## src/sv/alfe_pkg.sv

```systemverilog
// Shared types and constants of the addressable LED frame encoder.
// Used by the controller, the datapath, the top level and the checker.
package alfe_pkg;

    localparam logic [1:0] CMD_WRITE = 2'd0;
    localparam logic [1:0] CMD_START = 2'd1;
    localparam logic [1:0] CMD_TICK  = 2'd2;

    localparam logic [1:0] CFG_ONE_DUTY    = 2'd0;
    localparam logic [1:0] CFG_ZERO_DUTY   = 2'd1;
    localparam logic [1:0] CFG_RESET_SLOTS = 2'd2;
    localparam logic [1:0] CFG_LEDS_IN_USE = 2'd3;

    localparam logic [7:0] ONE_DUTY_RST    = 8'd66;
    localparam logic [7:0] ZERO_DUTY_RST   = 8'd33;
    localparam logic [7:0] RESET_SLOTS_RST = 8'd50;
    localparam logic [6:0] LEDS_IN_USE_RST = 7'd64;

    localparam int COLOR_W    = 24;
    localparam int GREEN_LSB  = 16;
    localparam int RED_LSB    = 8;
    localparam logic [4:0] BIT_TOP = 5'd23;

    typedef struct packed {
        logic [1:0] command;
        logic [5:0] led_index;
        logic [7:0] red;
        logic [7:0] green;
        logic [7:0] blue;
    } enc_in_t;

    typedef struct packed {
        logic [7:0] duty;
        logic       active;
        logic       last_slot;
    } enc_out_t;

    typedef struct packed {
        logic clear;
        logic capture;
        logic exec;
    } ctrl_cmd_t;

    typedef struct packed {
        logic clear_done;
    } dp_status_t;

endpackage

```

## src/sv/addressable_led_frame_encoder_core.sv

```systemverilog
// Addressable LED frame encoder: a word is accepted only while idle, and busy
// stays high until its execute step ends; a tick's result is registered in
// result_reg, flagged by result_strobe for one cycle; the stored color is read
// ahead through the registered memory port at the current LED pointer.
// Reset is asynchronous, active low; afterwards a clearing pass writes black to
// all LED_COUNT memory entries, one per cycle, with busy high; config is taken.
module addressable_led_frame_encoder_core #(
    parameter int LED_COUNT = 64
) (
    input  logic               clk,
    input  logic               rst_n,
    input  logic               start,
    output logic               busy,
    input  alfe_pkg::enc_in_t  request,
    input  logic               cfg_wr_en,
    input  logic [1:0]         cfg_index,
    input  logic [7:0]         cfg_wdata,
    output alfe_pkg::enc_out_t result,
    output logic               result_strobe
);
    import alfe_pkg::*;

    ctrl_cmd_t  cmd;
    dp_status_t status;

    alfe_ctrl u_ctrl (
        .clk    (clk),
        .rst_n  (rst_n),
        .start  (start),
        .status (status),
        .cmd    (cmd),
        .busy   (busy)
    );

    alfe_datapath #(
        .LED_COUNT (LED_COUNT)
    ) u_datapath (
        .clk           (clk),
        .rst_n         (rst_n),
        .cmd           (cmd),
        .status        (status),
        .request       (request),
        .cfg_wr_en     (cfg_wr_en),
        .cfg_index     (cfg_index),
        .cfg_wdata     (cfg_wdata),
        .result        (result),
        .result_strobe (result_strobe)
    );

endmodule

```

## src/sv/alfe_ctrl.sv

```systemverilog
// Controller state machine: clearing pass, idle, execute.
// Depends on alfe_pkg for the command and status structs.
module alfe_ctrl (
    input  logic                  clk,
    input  logic                  rst_n,
    input  logic                  start,
    input  alfe_pkg::dp_status_t  status,
    output alfe_pkg::ctrl_cmd_t   cmd,
    output logic                  busy
);
    import alfe_pkg::*;

    localparam logic [1:0] ST_CLEAR = 2'd0;
    localparam logic [1:0] ST_IDLE  = 2'd1;
    localparam logic [1:0] ST_EXEC  = 2'd2;

    logic [1:0] state_reg;
    logic [1:0] state_next;

    always_comb
    begin
        state_next = state_reg;
        case (state_reg)
            ST_CLEAR:
            begin
                if (status.clear_done)
                    state_next = ST_IDLE;
            end
            ST_IDLE:
            begin
                if (start)
                    state_next = ST_EXEC;
            end
            ST_EXEC:
            begin
                state_next = ST_IDLE;
            end
            default:
            begin
                state_next = ST_IDLE;
            end
        endcase
    end

    always_ff @(posedge clk or negedge rst_n)
    begin
        if (!rst_n)
            state_reg <= ST_CLEAR;
        else
            state_reg <= state_next;
    end

    assign cmd.clear   = (state_reg == ST_CLEAR);
    assign cmd.capture = (state_reg == ST_IDLE) && start;
    assign cmd.exec    = (state_reg == ST_EXEC);
    assign busy        = (state_reg != ST_IDLE);

endmodule

```

## src/sv/alfe_datapath.sv

```systemverilog
// Datapath: color memory, config registers, frame pointers, result register.
// Depends on alfe_pkg; driven by alfe_ctrl through ctrl_cmd_t.
module alfe_datapath #(
    parameter int LED_COUNT = 64
) (
    input  logic                  clk,
    input  logic                  rst_n,
    input  alfe_pkg::ctrl_cmd_t   cmd,
    output alfe_pkg::dp_status_t  status,
    input  alfe_pkg::enc_in_t     request,
    input  logic                  cfg_wr_en,
    input  logic [1:0]            cfg_index,
    input  logic [7:0]            cfg_wdata,
    output alfe_pkg::enc_out_t    result,
    output logic                  result_strobe
);
    import alfe_pkg::*;

    localparam int AW = (LED_COUNT > 1) ? $clog2(LED_COUNT) : 1;
    localparam int PW = $clog2(LED_COUNT + 1);
    localparam int CW = (PW > 7) ? PW : 7;

    logic [COLOR_W-1:0] color_mem [LED_COUNT];
    logic [COLOR_W-1:0] rd_data_reg;
    logic [AW-1:0]      clear_addr_reg;
    logic [AW-1:0]      rd_addr;

    enc_in_t    item_reg;
    logic [7:0] one_duty_reg;
    logic [7:0] zero_duty_reg;
    logic [7:0] reset_slots_reg;
    logic [6:0] leds_in_use_reg;

    logic          running_reg, running_next;
    logic [PW-1:0] led_ptr_reg, led_ptr_next;
    logic [4:0]    bit_ptr_reg, bit_ptr_next;
    logic [7:0]    tail_reg, tail_next;
    logic [PW-1:0] frame_leds_reg, frame_leds_next;
    logic [7:0]    frame_tail_reg, frame_tail_next;

    enc_out_t   result_reg, result_next;
    logic       result_strobe_reg;

    logic          wr_en;
    logic [PW-1:0] leds_sat;
    logic          is_tick;

    assign status.clear_done = (clear_addr_reg == AW'(LED_COUNT - 1));

    assign wr_en = cmd.exec && (item_reg.command == CMD_WRITE) && !running_reg
                   && (CW'(item_reg.led_index) < CW'(LED_COUNT));

    assign rd_addr = (CW'(led_ptr_reg) < CW'(LED_COUNT)) ? led_ptr_reg[AW-1:0] : '0;

    // Saturate the requested LED count to the store size.
    assign leds_sat = (CW'(leds_in_use_reg) > CW'(LED_COUNT)) ? PW'(LED_COUNT)
                                                             : PW'(leds_in_use_reg);

    assign is_tick = cmd.exec && (item_reg.command == CMD_TICK);

    always_ff @(posedge clk)
    begin
        if (cmd.clear)
            color_mem[clear_addr_reg] <= '0;
        else if (wr_en)
            color_mem[AW'(item_reg.led_index)] <=
                {item_reg.green, item_reg.red, item_reg.blue};
        rd_data_reg <= color_mem[rd_addr];
    end

    always_ff @(posedge clk or negedge rst_n)
    begin
        if (!rst_n)
            clear_addr_reg <= '0;
        else if (cmd.clear && !status.clear_done)
            clear_addr_reg <= clear_addr_reg + AW'(1);
    end

    always_ff @(posedge clk)
    begin
        if (cmd.capture)
            item_reg <= request;
    end

    always_ff @(posedge clk or negedge rst_n)
    begin
        if (!rst_n)
        begin
            one_duty_reg    <= ONE_DUTY_RST;
            zero_duty_reg   <= ZERO_DUTY_RST;
            reset_slots_reg <= RESET_SLOTS_RST;
            leds_in_use_reg <= LEDS_IN_USE_RST;
        end
        else if (cfg_wr_en)
        begin
            case (cfg_index)
                CFG_ONE_DUTY:    one_duty_reg    <= cfg_wdata;
                CFG_ZERO_DUTY:   zero_duty_reg   <= cfg_wdata;
                CFG_RESET_SLOTS: reset_slots_reg <= cfg_wdata;
                CFG_LEDS_IN_USE: leds_in_use_reg <= cfg_wdata[6:0];
                default:         ;
            endcase
        end
    end

    always_comb
    begin
        running_next    = running_reg;
        led_ptr_next    = led_ptr_reg;
        bit_ptr_next    = bit_ptr_reg;
        tail_next       = tail_reg;
        frame_leds_next = frame_leds_reg;
        frame_tail_next = frame_tail_reg;
        result_next     = '0;

        if (cmd.exec && (item_reg.command == CMD_START) && !running_reg)
        begin
            // Drop a start that would send nothing at all.
            if ((leds_sat != '0) || (reset_slots_reg != 8'd0))
            begin
                frame_leds_next = leds_sat;
                frame_tail_next = reset_slots_reg;
                led_ptr_next    = '0;
                bit_ptr_next    = '0;
                tail_next       = '0;
                running_next    = 1'b1;
            end
        end

        if (is_tick && running_reg)
        begin
            result_next.active = 1'b1;
            if (led_ptr_reg < frame_leds_reg)
            begin
                result_next.duty = rd_data_reg[BIT_TOP - bit_ptr_reg] ? one_duty_reg
                                                                      : zero_duty_reg;
                if (bit_ptr_reg == BIT_TOP)
                begin
                    bit_ptr_next = '0;
                    led_ptr_next = led_ptr_reg + PW'(1);
                end
                else
                begin
                    bit_ptr_next = bit_ptr_reg + 5'd1;
                end
            end
            else
            begin
                tail_next = tail_reg + 8'd1;
            end

            if ((led_ptr_next >= frame_leds_reg) && (tail_next >= frame_tail_reg))
            begin
                result_next.last_slot = 1'b1;
                running_next = 1'b0;
                led_ptr_next = '0;
                bit_ptr_next = '0;
                tail_next    = '0;
            end
        end
    end

    always_ff @(posedge clk or negedge rst_n)
    begin
        if (!rst_n)
        begin
            running_reg       <= 1'b0;
            led_ptr_reg       <= '0;
            bit_ptr_reg       <= '0;
            tail_reg          <= '0;
            frame_leds_reg    <= '0;
            frame_tail_reg    <= '0;
            result_strobe_reg <= 1'b0;
        end
        else
        begin
            running_reg       <= running_next;
            led_ptr_reg       <= led_ptr_next;
            bit_ptr_reg       <= bit_ptr_next;
            tail_reg          <= tail_next;
            frame_leds_reg    <= frame_leds_next;
            frame_tail_reg    <= frame_tail_next;
            result_strobe_reg <= is_tick;
        end
    end

    always_ff @(posedge clk)
    begin
        if (cmd.exec)
            result_reg <= result_next;
    end

    assign result        = result_reg;
    assign result_strobe = result_strobe_reg;

endmodule

```

## config.mk

```make
export PLATFORM = sky130hd
export DESIGN_NAME = addressable_led_frame_encoder_core
export DESIGN_NICKNAME = d
export VERILOG_FILES = /design/src/sv/alfe_pkg.sv /design/src/sv/addressable_led_frame_encoder_core.sv /design/src/sv/alfe_ctrl.sv /design/src/sv/alfe_datapath.sv
export SDC_FILE = /design/constraint.sdc
export NUM_CORES = 2
export LEC_CHECK = 0
export BUFFER_PORTS_ARGS = -buffer_cell sky130_fd_sc_hd__buf_2
export CAP_MARGIN = 20
export CELL_PAD_IN_SITES_DETAIL_PLACEMENT = 1
export CELL_PAD_IN_SITES_GLOBAL_PLACEMENT = 2
export CORE_MARGIN = 3
export CORE_UTILIZATION = 30
export DETAILED_ROUTE_END_ITERATION = 10
export GPL_TIMING_DRIVEN = 0
export PLACE_DENSITY_LB_ADDON = 0.25
export RECOVER_POWER = 25
export SYNTH_ARGS = -nofsm -noshare
export SYNTH_HDL_FRONTEND = slang
export SYNTH_HIERARCHICAL = 1
export SYNTH_SLANG_ARGS = --single-unit
```

## constraint.sdc

```tcl
create_clock -name clk -period 3.45 [get_ports clk]
set_clock_uncertainty 0.1 [all_clocks]
set_input_delay 0.345 -clock clk [delete_from_list [all_inputs] [get_ports clk]]
set_output_delay 0.345 -clock clk [all_outputs]
set_load 0.01 [all_outputs]
```

==> reports/results.tsv <==
metric	value	unit
ys_top_cells_by_count	edfxtp_1, mux2i_1, nor2_1, a21oi_1, o21ai_0	
largest_reg_flops	1536	
startpoint	u_datapath/led_ptr_reg[6]$_DFF_PN0_	
core	218000	µm²
reg2reg_from	u_datapath/led_ptr_reg[6]$_DFF_PN0_	
synth-simple-area-share	0.0423	
die_y	475	µm
start_util	0.303	
drc	0	
synth-main-ff-cell	edfxtp_1	
post-place-cells	7125	
io_buffer_count	57	
p_total	50.8	mW
syn-cell-area	66000	µm²
grt_max_degree	65	
grt_pass1_wl	329000	µm
ys_types	77	
synthArstFlopShare	0.0453	
syn_inst	4154	
die_width	475	µm
yosys_warnings	6	
h-tree-depth	4	
synth_top_area_frac	0.718	
setup_viol	611	
max_slew_margin	-0.176	
clockRootBuffer	clkbuf_16	
hold_class	primary input to flip-flop	
criticalPathCategory	flip-flop to flip-flop	
io_pins	58	
synth_compound_area_frac	0.115	
hold_start	request[12]	
stdcell_count	7832	
tightest_slew	1760	ps
ys_seq_area_frac	0.754	
post-dp-hpwl	158000	µm
synth-edff-count	1578	
synth-adder-area-share	0.00493	
final-hold-violation-count	0	
power_density	616	nW/µm²
num_vias	43300	
dp_slack	-2000	ps
synth_seq_cells	1678	
antenna_left	0	
wl_per_cell	33.0	µm
worst-path-stages	15	
antenna_found_initial	39	
whs	112	ps
rsz0062_at_grt	true	
worst-path-buf-inv	3	
status	finished, violations left	
first_iter_violations	4914	
endpoint	u_datapath/tail_reg[2]$_DFF_PN0_	
fillerInstances	21800	
cts_made_buffers	188	
layout.nets	4891	
period_share	1.11	
finalCriticalPeriod	3820	ps
syn_to_final_growth	25.0	%
cts_buffer_depth	3	
synth_top_area_cell	edfxtp_1	
dieArea	226000	µm²
cpPeakStageDelay	500	ps
seq_area	49800	µm²
yosys-top-cells-area	edfxtp_1, mux2i_1, dfrtp_1	
clkSlewWorstSetupHoldPaths	60	ps
cap_violations	2	
violations	max-capacitance violations, max-slew violations, negative setup slack	
cp_max_fo	8	
rrSetupSlack	-370	ps
clock-sinks	1678	
power_leakage	25.0	nW
synth_nets	4226	
first_global_vias	41700	
multi_input_area	16500	µm²
finalWirelength	259000	µm
insertion_delay	840	ps
max_freq	262	MHz
ir_worst_vdd	0.000415	V
fp-row-count	171	
synth.most_common_cell	edfxtp_1	
worstPathCellList	ha_4 -> nand4_1 -> o21a_1 -> buf_6 -> and2_4 -> a22o_1 -> ha_4 -> nand2_4 -> o21ai_4 -> a41oi_2 -> buf_4 -> nor3_4 -> buf_6 -> nor3_1 -> a221o_1	
grt_overflow	0	
r2r_end	u_datapath/tail_reg[2]$_DFF_PN0_	
critPathLaunchType	flip-flop	
synth_xor_area_frac	0.000664	
synth_top_family_by_area	compound AO/OA/AOI/OAI gates	
worstPathArrival	4430	ps
cp_top_family	compound AO/OA/AOI/OAI gates	
crit_slowest_cell	dfrtp_4	
gr-usage-all-layers	0.208	
muxShareOfSynthArea	0.0583	
gp_congestion	0.867	
crit_required	4050	ps
finalWorstSetupSlack	-372	ps
dr.pass1.iters	6	
r2r_cells	15	
vias_per_cell	5.53	
worstSetupEndpointType	flip-flop	
syn_avg_cell_area	15.9	µm²
cts_tree	done	
drive_above_1_share	0.224	
maxSlewViolCount	62	
[per-layer routing]
metal  part of all wire  up-vias  track usage
li1                   -    18000            -
met1               0.43    23200        0.291
met2               0.46     1788        0.334
met3              0.077      345       0.0310
met4              0.031        4       0.0596
met5           0.000089        -            0
[where the power goes]
group | switching (mW) | internal (mW) | leakage (nW)
sequential | 0.622 | 23.9 | 14.0
clock | 8.48 | 11.6 | 2.99
combinational | 4.03 | 2.16 | 8.07
total | 13.1 | 37.7 | 25.0
[timing repair]
item	4_1_cts	5_1_grt
pin swaps	64	92
buffers inserted	140	107
resized for setup	211	187
setup endpoints to repair	3118	2354
hold buffers	49	0
endpoints found under the hold margin	144	0
gates cloned	23	41
[through the flow]
step,setup TNS (ps),util,cell area [µm²]
3_5_place_dp,-3186430,0.327,71300
3_3_place_gp,-9213010,0.320,69900
4_1_cts,-286260,0.369,80400
6_report,-39670,0.378,82500
2_1_floorplan,-431200,-,66000
5_1_grt,-216630,0.378,82500
[worst reg2reg max path: cells and delay by family, from the launching register on]
| family | cells | cell delay [ps] |
|---|---|---|
| AND/OR/NAND/NOR | 5 | 780 |
| buffers and inverters | 3 | 550 |
| AO/OA/AOI/OAI | 5 | 1170 |
| adder cells (fa/ha/maj) | 2 | 600 |
| flip-flops | 1 | 500 |
[cells by family after synthesis]
kind of cell,after synthesis
AO/OA/AOI/OAI,1109
adder cells (fa/ha/maj),26
buffers and inverters,345
flip-flops,1678
XOR/XNOR,5
AND/OR/NAND/NOR,622
multiplexers,369
[cell type report]
type                       count  share of cell area
multi-input combinational   2195               0.200
buffer                       268              0.0193
clock inverter                88              0.0118
clock buffer                 259              0.0630
inverter                      71             0.00326
sequential                  1678               0.604
antenna                        2           0.0000607
timing repair buffer         417              0.0556
tap                         2854              0.0433
[worst min path at each step]
stage / end / cells after the start
final: u_datapath/item_reg[12]$_DFFE_PP_ / 2
after global routing: u_datapath/item_reg[12]$_DFFE_PP_ / 2
after CTS: u_datapath/item_reg[8]$_DFFE_PP_ / 2
after detailed placement: u_datapath/reset_slots_reg[7]$_DFFE_PN0P_ / 1
after global placement: u_datapath/frame_leds_reg[5]$_DFFE_PN0P_ / 2
after floorplan: u_ctrl/state_reg[0]$_DFFE_PN0P_ / 0
[layout by cell type, fill, tap and decap left out, drive strengths merged, types with 27 or more instances in the layout]
master	instances
edfxtp	1578
buf	453
clkbuf	437
mux2i	275
nor2	271
o21ai	208
a21oi	205
nand2	193
o22ai	145
o221ai	143
mux2	91
a211oi	79
inv	74
dfrtp	68
clkinv	68
and2	56
nand3	50
o211ai	50
dlygate4sd3	49
a221oi	48
nor2b	33
a22o	27
a31oi	27
o31ai	27
(Power assumes the default switching activity.)
